===== src/rtl/core/feg_pkg.sv =====
`timescale 1ns / 1ps

package feg_pkg;

  localparam int SAMPLE_W = 16;
  localparam int HOP_W    = 13;
  localparam int CHCNT_W  = 2;
  localparam int MAG_W    = 17;
  localparam int ENERGY_W = 33;
  localparam int SUM_W    = 44;
  localparam int TOTAL_W  = SUM_W + 1;
  localparam int RATIO_W  = 17;
  localparam int QSTEP_W  = 5;

  localparam int HOP_REG_MAX = 8191;
  localparam int CARRIED_CH  = 2;
  localparam int CHANNELS    = 2;

  localparam logic [SUM_W-1:0]   SUM_LIMIT = {SUM_W{1'b1}};
  localparam logic [RATIO_W-1:0] ONE_Q16   = 17'd65536;
  localparam logic [RATIO_W-1:0] HALF_Q16  = 17'd32768;
  localparam logic [QSTEP_W-1:0] FRAC_STEPS = 5'd16;

  localparam logic [HOP_W-1:0]   HOP_RESET = 13'd512;
  localparam logic [CHCNT_W-1:0] CH_RESET  = 2'd2;

  localparam logic [1:0] CFG_HOP_SIZE    = 2'd0;
  localparam logic [1:0] CFG_HARMONIC_CH = 2'd1;
  localparam logic [1:0] CFG_NOISE_CH    = 2'd2;

  typedef struct packed {
    logic valid;
    logic clear;
    logic close;
    logic last;
  } feg_stage_t;

  typedef enum logic [1:0] {
    DIV_IDLE,
    DIV_CALC,
    DIV_HOLD
  } feg_div_state_t;

  function automatic logic [CHCNT_W-1:0] feg_eff_ch(input logic [CHCNT_W-1:0] cnt);
    logic [CHCNT_W-1:0] c;
    c = cnt;
    if (int'(c) > CARRIED_CH) c = CHCNT_W'(CARRIED_CH);
    if (int'(c) > CHANNELS) c = CHCNT_W'(CHANNELS);
    return c;
  endfunction

endpackage


===== src/rtl/core/feg_lane.sv =====
`timescale 1ns / 1ps

module feg_lane (
  input  logic                                  clk,
  input  logic                                  rst_n,
  input  logic                                  load,
  input  logic signed [feg_pkg::SAMPLE_W-1:0]   ch0,
  input  logic signed [feg_pkg::SAMPLE_W-1:0]   ch1,
  input  logic        [feg_pkg::CHCNT_W-1:0]    chan_cnt,
  input  feg_pkg::feg_stage_t                   stage,
  output logic        [feg_pkg::SUM_W-1:0]      sum_new
);
  import feg_pkg::*;

  logic [CHCNT_W-1:0]  eff;
  logic signed [MAG_W-1:0] a_ext;
  logic signed [MAG_W-1:0] pair;
  logic [MAG_W-1:0]    abs_a;
  logic [MAG_W-1:0]    abs_pair;
  logic [MAG_W-1:0]    mag;
  logic [ENERGY_W-1:0] energy_nxt;
  logic [ENERGY_W-1:0] energy_r;
  logic [TOTAL_W-1:0]  sum_add;
  logic [SUM_W-1:0]    sum_r;
  logic [SUM_W-1:0]    sum_nxt;

  // One enabled channel counts twice its magnitude, so both cases square the same way.
  always_comb begin
    eff      = feg_eff_ch(chan_cnt);
    a_ext    = MAG_W'(ch0);
    pair     = MAG_W'(ch0) + MAG_W'(ch1);
    abs_a    = a_ext[MAG_W-1] ? MAG_W'(-a_ext) : MAG_W'(a_ext);
    abs_pair = pair[MAG_W-1] ? MAG_W'(-pair) : MAG_W'(pair);
    case (eff)
      2'd1:    mag = {abs_a[MAG_W-2:0], 1'b0};
      2'd2:    mag = abs_pair;
      default: mag = '0;
    endcase
    energy_nxt = ENERGY_W'(mag * mag);
  end

  always_comb begin
    sum_add = {1'b0, sum_r} + TOTAL_W'(energy_r);
    sum_new = (sum_add > TOTAL_W'(SUM_LIMIT)) ? SUM_LIMIT : sum_add[SUM_W-1:0];
    sum_nxt = sum_r;
    if (stage.valid) begin
      sum_nxt = (stage.clear || stage.close) ? '0 : sum_new;
    end
  end

  always_ff @(posedge clk) begin
    if (load) begin
      energy_r <= energy_nxt;
    end
  end

  always_ff @(posedge clk) begin
    if (!rst_n) begin
      sum_r <= '0;
    end else begin
      sum_r <= sum_nxt;
    end
  end

endmodule


===== src/rtl/core/feg_div.sv =====
`timescale 1ns / 1ps

module feg_div (
  input  logic                            clk,
  input  logic                            rst_n,
  input  logic                            start,
  input  logic [feg_pkg::SUM_W-1:0]       h_sum,
  input  logic [feg_pkg::SUM_W-1:0]       n_sum,
  input  logic                            last,
  output logic                            busy,
  output logic                            out_valid,
  input  logic                            out_stall,
  output logic [feg_pkg::RATIO_W-1:0]     out_harmonic_ratio,
  output logic [feg_pkg::RATIO_W-1:0]     out_noise_ratio,
  output logic                            out_final_frame
);
  import feg_pkg::*;

  feg_div_state_t state_r;
  feg_div_state_t state_nxt;

  logic [TOTAL_W-1:0]  total;
  logic [TOTAL_W-1:0]  total_r;
  logic [TOTAL_W-1:0]  total_nxt;
  logic [TOTAL_W-1:0]  rem_r;
  logic [TOTAL_W-1:0]  rem_nxt;
  logic [TOTAL_W:0]    rem_dbl;
  logic                q_bit;
  logic [RATIO_W-1:0]  q_r;
  logic [RATIO_W-1:0]  q_nxt;
  logic [QSTEP_W-1:0]  step_r;
  logic [QSTEP_W-1:0]  step_nxt;
  logic                last_r;
  logic                last_nxt;
  logic                out_free;
  logic                out_valid_r;
  logic                out_valid_nxt;
  logic [RATIO_W-1:0]  h_ratio_r;
  logic [RATIO_W-1:0]  n_ratio_r;
  logic                final_r;
  logic                out_load;

  assign total    = {1'b0, h_sum} + {1'b0, n_sum};
  assign rem_dbl  = {rem_r, 1'b0};
  assign q_bit    = rem_dbl >= {1'b0, total_r};
  assign out_free = !out_valid_r || !out_stall;

  always_comb begin
    state_nxt = state_r;
    unique case (state_r)
      DIV_IDLE: begin
        if (start) begin
          state_nxt = (total == '0) ? DIV_HOLD : DIV_CALC;
        end
      end
      DIV_CALC: begin
        if (step_r == FRAC_STEPS - 1'b1) state_nxt = DIV_HOLD;
      end
      DIV_HOLD: begin
        if (out_free) state_nxt = DIV_IDLE;
      end
      default: state_nxt = DIV_IDLE;
    endcase
  end

  // The quotient never exceeds one, so the integer bit comes from a single compare at start.
  always_comb begin
    total_nxt = total_r;
    rem_nxt   = rem_r;
    q_nxt     = q_r;
    step_nxt  = step_r;
    last_nxt  = last_r;
    out_load  = 1'b0;
    busy      = (state_r != DIV_IDLE);
    unique case (state_r)
      DIV_IDLE: begin
        if (start) begin
          total_nxt = total;
          last_nxt  = last;
          step_nxt  = '0;
          if (total == '0) begin
            q_nxt   = HALF_Q16;
            rem_nxt = '0;
          end else if ({1'b0, h_sum} >= total) begin
            q_nxt   = RATIO_W'(1);
            rem_nxt = {1'b0, h_sum} - total;
          end else begin
            q_nxt   = '0;
            rem_nxt = {1'b0, h_sum};
          end
        end
      end
      DIV_CALC: begin
        rem_nxt  = q_bit ? TOTAL_W'(rem_dbl - {1'b0, total_r}) : rem_dbl[TOTAL_W-1:0];
        q_nxt    = {q_r[RATIO_W-2:0], q_bit};
        step_nxt = step_r + 1'b1;
      end
      DIV_HOLD: begin
        out_load = out_free;
      end
      default: begin
        out_load = 1'b0;
      end
    endcase
  end

  always_comb begin
    out_valid_nxt = out_valid_r;
    if (out_load) begin
      out_valid_nxt = 1'b1;
    end else if (!out_stall) begin
      out_valid_nxt = 1'b0;
    end
  end

  always_ff @(posedge clk) begin
    if (!rst_n) begin
      state_r     <= DIV_IDLE;
      out_valid_r <= 1'b0;
    end else begin
      state_r     <= state_nxt;
      out_valid_r <= out_valid_nxt;
    end
  end

  always_ff @(posedge clk) begin
    total_r <= total_nxt;
    rem_r   <= rem_nxt;
    q_r     <= q_nxt;
    step_r  <= step_nxt;
    last_r  <= last_nxt;
    if (out_load) begin
      h_ratio_r <= q_r;
      n_ratio_r <= ONE_Q16 - q_r;
      final_r   <= last_r;
    end
  end

  assign out_valid          = out_valid_r;
  assign out_harmonic_ratio = h_ratio_r;
  assign out_noise_ratio    = n_ratio_r;
  assign out_final_frame    = final_r;

endmodule


===== src/rtl/core/frame_energy_ratio_mask.sv =====
`timescale 1ns / 1ps

// Per-frame harmonic energy share. Each transfer carries one sample instant of two
// harmonic and two noise channels; a harmonic lane and a noise lane square the
// channel sum (one channel doubled) and accumulate it, so samples inside a frame are
// taken one per cycle. A sample that closes a frame (hop reached or end of buffer)
// hands both sums to a shared restoring divider that produces one quotient bit per
// cycle, and the input stalls until that divider has placed the ratio in the output
// register. A result waits there without holding up samples, but the next frame
// close keeps the input stalled until it has been taken.
module frame_energy_ratio_mask #(
  parameter int MAX_HOP = 4096
) (
  input  logic                                 clk,
  input  logic                                 rst_n,
  input  logic                                 cfg_wr_en,
  input  logic [1:0]                           cfg_index,
  input  logic [feg_pkg::HOP_W-1:0]            cfg_data,
  input  logic                                 in_valid,
  output logic                                 in_stall,
  input  logic signed [feg_pkg::SAMPLE_W-1:0]  in_harmonic_ch0,
  input  logic signed [feg_pkg::SAMPLE_W-1:0]  in_harmonic_ch1,
  input  logic signed [feg_pkg::SAMPLE_W-1:0]  in_noise_ch0,
  input  logic signed [feg_pkg::SAMPLE_W-1:0]  in_noise_ch1,
  input  logic                                 in_end_of_buffer,
  output logic                                 out_valid,
  input  logic                                 out_stall,
  output logic [feg_pkg::RATIO_W-1:0]          out_harmonic_ratio,
  output logic [feg_pkg::RATIO_W-1:0]          out_noise_ratio,
  output logic                                 out_final_frame
);
  import feg_pkg::*;

  localparam int HOP_LIM = (MAX_HOP < HOP_REG_MAX) ? MAX_HOP : HOP_REG_MAX;
  localparam int FILL_W  = $clog2(HOP_LIM + 1);

  logic [HOP_W-1:0]   hop_r;
  logic [CHCNT_W-1:0] harm_ch_r;
  logic [CHCNT_W-1:0] noise_ch_r;
  logic [FILL_W-1:0]  fill_r;
  logic [FILL_W-1:0]  fill_nxt;
  logic [FILL_W-1:0]  hop_eff;
  logic [FILL_W:0]    fill_inc;
  logic               hop_zero;
  logic               accept;
  logic               closes;
  feg_stage_t         s1_r;
  feg_stage_t         s1_nxt;
  logic [SUM_W-1:0]   h_new;
  logic [SUM_W-1:0]   n_new;
  logic               div_busy;

  assign accept   = in_valid && !in_stall;
  assign in_stall = div_busy || (s1_r.valid && s1_r.close);
  assign hop_zero = (hop_r == '0);
  assign hop_eff  = (int'(hop_r) > HOP_LIM) ? FILL_W'(HOP_LIM) : FILL_W'(hop_r);
  assign fill_inc = {1'b0, fill_r} + 1'b1;
  assign closes   = (fill_inc >= {1'b0, hop_eff}) || in_end_of_buffer;

  always_comb begin
    fill_nxt = fill_r;
    s1_nxt   = '0;
    if (accept) begin
      s1_nxt.valid = 1'b1;
      s1_nxt.last  = in_end_of_buffer;
      if (hop_zero) begin
        s1_nxt.clear = 1'b1;
        fill_nxt     = '0;
      end else if (closes) begin
        s1_nxt.close = 1'b1;
        fill_nxt     = '0;
      end else begin
        fill_nxt = fill_inc[FILL_W-1:0];
      end
    end
  end

  always_ff @(posedge clk) begin
    if (!rst_n) begin
      hop_r      <= HOP_RESET;
      harm_ch_r  <= CH_RESET;
      noise_ch_r <= CH_RESET;
      fill_r     <= '0;
      s1_r       <= '0;
    end else begin
      fill_r <= fill_nxt;
      s1_r   <= s1_nxt;
      if (cfg_wr_en) begin
        unique case (cfg_index)
          CFG_HOP_SIZE:    hop_r      <= cfg_data;
          CFG_HARMONIC_CH: harm_ch_r  <= cfg_data[CHCNT_W-1:0];
          CFG_NOISE_CH:    noise_ch_r <= cfg_data[CHCNT_W-1:0];
          default:         hop_r      <= hop_r;
        endcase
      end
    end
  end

  feg_lane u_harm_lane (
    .clk      (clk),
    .rst_n    (rst_n),
    .load     (accept),
    .ch0      (in_harmonic_ch0),
    .ch1      (in_harmonic_ch1),
    .chan_cnt (harm_ch_r),
    .stage    (s1_r),
    .sum_new  (h_new)
  );

  feg_lane u_noise_lane (
    .clk      (clk),
    .rst_n    (rst_n),
    .load     (accept),
    .ch0      (in_noise_ch0),
    .ch1      (in_noise_ch1),
    .chan_cnt (noise_ch_r),
    .stage    (s1_r),
    .sum_new  (n_new)
  );

  feg_div u_div (
    .clk                (clk),
    .rst_n              (rst_n),
    .start              (s1_r.valid && s1_r.close),
    .h_sum              (h_new),
    .n_sum              (n_new),
    .last               (s1_r.last),
    .busy               (div_busy),
    .out_valid          (out_valid),
    .out_stall          (out_stall),
    .out_harmonic_ratio (out_harmonic_ratio),
    .out_noise_ratio    (out_noise_ratio),
    .out_final_frame    (out_final_frame)
  );

endmodule

===== config.mk =====
export PLATFORM = sky130hd
export DESIGN_NAME = frame_energy_ratio_mask
export DESIGN_NICKNAME = d
export VERILOG_FILES = /design/src/rtl/core/feg_pkg.sv /design/src/rtl/core/feg_lane.sv /design/src/rtl/core/feg_div.sv /design/src/rtl/core/frame_energy_ratio_mask.sv
export SDC_FILE = /design/constraint.sdc
export NUM_CORES = 2
export LEC_CHECK = 0
export BUFFER_PORTS_ARGS = -buffer_cell sky130_fd_sc_hd__clkbuf_2
export CORE_MARGIN = 4
export CORE_UTILIZATION = 35
export CTS_BUF_LIST = sky130_fd_sc_hd__clkbuf_8
export DETAILED_ROUTE_END_ITERATION = 12
export GPL_TIMING_DRIVEN = 0
export PLACE_DENSITY = 0.5
export SLEW_MARGIN = 20
export SYNTH_ARGS = -nofsm -noshare
export SYNTH_HDL_FRONTEND = slang
export SYNTH_SLANG_ARGS = --single-unit

===== constraint.sdc =====
create_clock -name clk -period 15.95 [get_ports clk]
set_input_delay 1.595 -clock clk [delete_from_list [all_inputs] [get_ports clk]]
set_output_delay 1.595 -clock clk [all_outputs]
set_load 0.005 [all_outputs]

==> impl_metrics.env <==
export IMPL_hold_viol=0
export IMPL_grt_pass1_wl_um=205000
export IMPL_clock_root_buffer="clkbuf_8"
export IMPL_finalSetupViolCount=0
export IMPL_cts_htree_levels=2
export IMPL_drv_cap=0
export IMPL_cts_sinks=336
export IMPL_grt_antenna_before_repair=1
export IMPL_async_flop_share=0
export IMPL_area_growth_syn_to_layout_pct=9.46
export IMPL_synth_main_ff_cell="edfxtp_1"
export IMPL_yosysMostFrequentCell="inv_1"
export IMPL_firstDrtPassIters=7
export IMPL_place_ws_ns=2.11
export IMPL_crit_slowest_cell="a2111oi_0"
export IMPL_first_iter_violations=1986
export IMPL_ant_nets=0
export IMPL_fmax_ghz=0.0764
export IMPL_tightest_slew_ns=1.14
export IMPL_wl_um=130000
export IMPL_drc=0
export IMPL_cp_end_kind="flip-flop"
export IMPL_dieArea_um2=130000
export IMPL_period_share=0.821
export IMPL_dr_total_vias=35600
export IMPL_grt_usage=0.197
export IMPL_vias_per_cell=5.06
export IMPL_cp_arrival_ns=13.55
export IMPL_synth_common_cells="inv_1 (766), nand2_1 (539), ha_1 (452), nor2_1 (432), fa_1 (392)"
export IMPL_netlist_instances=5135
export IMPL_tritoncts="yes"
export IMPL_hold_class="reg2reg"
export IMPL_start_kind="input port"
export IMPL_yosysUniqueCellTypes=106
export IMPL_place_congestion=0.910
export IMPL_max_slew_margin=0.237
export IMPL_grt_pass1_vias=36200
export IMPL_die_h_um=360
export IMPL_post_cts_buffers=0
export IMPL_cp_startpoint="in_harmonic_ch0[0]"
export IMPL_grt_setup_unrepaired="no"
export IMPL_cts_resized=0
export IMPL_status="finished clean"
export IMPL_rows=129
export IMPL_slowest_delay_ns=0.77
export IMPL_core_um2=123000
export IMPL_grt_max_degree=58
export IMPL_start_util=0.352
export IMPL_worstHoldStart="s1_r[0]"
export IMPL_synth_seq_cells=336
export IMPL_synth_edf_count=211
export IMPL_netlist_area_leader_share=0.180
export IMPL_fin_nets=6273
export IMPL_skew_ns=0.0674
export IMPL_synth_top_area_cell="fa_1"
export IMPL_synth_area_leaders="fa_1 (18%), edfxtp_1 (15%), ha_1 (13%)"
export IMPL_r2r_start="u_noise_lane.energy_r[0]"
export IMPL_syn_area_per_cell_um2=8.47
export IMPL_die_w_um=360
export IMPL_ys_seq_area_frac=0.203
export IMPL_worstSetupPathType="in2reg"
export IMPL_fin_tns_setup_ns=0
export IMPL_wire_per_inst_um=18.4
export IMPL_final_layout_size_suffix_gt1_frac=0.0545
export IMPL_maxSlewViolCount=0
export IMPL_clk_pin_slew_ns=0.06
export IMPL_io_buffers=120
export IMPL_ios=122
export IMPL_grt_overflow_total=0
export IMPL_hold_buffers=0
export IMPL_clock_latency_ns=0.73
export IMPL_synth_warnings=0
export IMPL_cp_max_fo=9
export IMPL_numCtsBuffers=60
export IMPL_syn_area_um2=43500
export IMPL_required_ns=16.41
export IMPL_period_minus_slack_ns=13.09
export IMPL_hpwl_um=108000
export IMPL_clockBufferDepth=3
export IMPL_final_setup_worst_slack_ns=2.86
-- cells by family after synthesis --
| logic type | share of synthesized area |
|---|---|
| and+or+nand+nor | 0.165 |
| other | 0.000173 |
| muxes | 0.00691 |
| DFF | 0.203 |
| AOI/OAI and AO/OA | 0.160 |
| buffers and inverters | 0.0822 |
| adders and majority gates | 0.311 |
| xor gates and xnor gates | 0.0717 |
-- sequential cells by signal (all words and copies together), names as in the netlist, 16 cells and up --
signal / count
u_div.q_r: 17
u_noise_lane.sum_r: 44
u_div.rem_r: 45
u_div.total_r: 45
u_harm_lane.sum_r: 44
u_noise_lane.energy_r: 32
u_div.out_harmonic_ratio: 16
u_div.out_noise_ratio: 17
u_harm_lane.energy_r: 32
-- worst max-delay path: cells and delay by family --
| kind | cells | cell delay, ns |
|---|---|---|
| buffers and inverters | 5 | 1.30 |
| AND/OR/NAND/NOR | 6 | 0.86 |
| XOR/XNOR | 2 | 0.25 |
| adder cells (fa/ha/maj) | 9 | 3.59 |
| AO/OA/AOI/OAI | 22 | 5.90 |
-- final cells by class --
cell class              instances  area, µm²
diodes                          1       2.50
plain buffers                 161        646
clock buffers                  64        881
clock inverters                49        330
fillers                     12900      75900
inverters                     780       2930
multi-input cells            3876      31200
flip-flops and latches        336       8840
well taps                    1637       2050
repair buffers                129        737
-- routing by layer --
metal	track usage	share of wire
met3	0.0179	0.038
met5	0	0
met1	0.270	0.47
met2	0.335	0.47
met4	0.0487	0.027
-- cell usage in the layout, fill, tap and decap left out, types with 23 or more instances in the layout --
cell type    n
fa_1       392
o22ai_1     46
a211oi_1    35
xor2_1     142
nand2b_1    64
a21o_1     134
o21ai_0    173
clkinv_1    23
edfxtp_1   211
ha_1       452
a21oi_1    356
nor2_1     431
o21a_1      44
and3_1      35
nand2_1    539
dfxtp_1    125
inv_1      786
nand3_1     91
clkbuf_2   121
nand4_1     36
o21bai_1    50
and2_1      45
nor2b_1    111
clkbuf_1   144
o211ai_1    23
xnor2_1    212
a31oi_1     26
clkbuf_8    64
nor3_1      76
-- metrics by stage --
stage / std cells / utilization / hold slack (ns) / area (µm²)
global placement: 6910 / 0.374 / 0.389 / 46200
global route: 7033 / 0.385 / 0.414 / 47600
floorplan: 5153 / - / 0.386 / 43500
CTS: 7032 / 0.385 / 0.404 / 47600
finish: 7033 / 0.385 / 0.404 / 47600
detailed placement: 6919 / 0.376 / 0.389 / 46400
-- final timing paths --
| path | slack, ns | cells past startpoint | to |
|---|---|---|---|
| min | 0.40 | 0 | u_div.last_r |
| max reg2reg | 3.46 | 40 | u_div.rem_r[22] |
| max | 2.86 | 44 | u_harm_lane.energy_r[32] |
| min reg2reg | 0.40 | 0 | u_div.last_r |
Power is left out: the tool's default activity adds up to more than one toggle a clock period on the data nets, which glitch-free logic cannot reach.
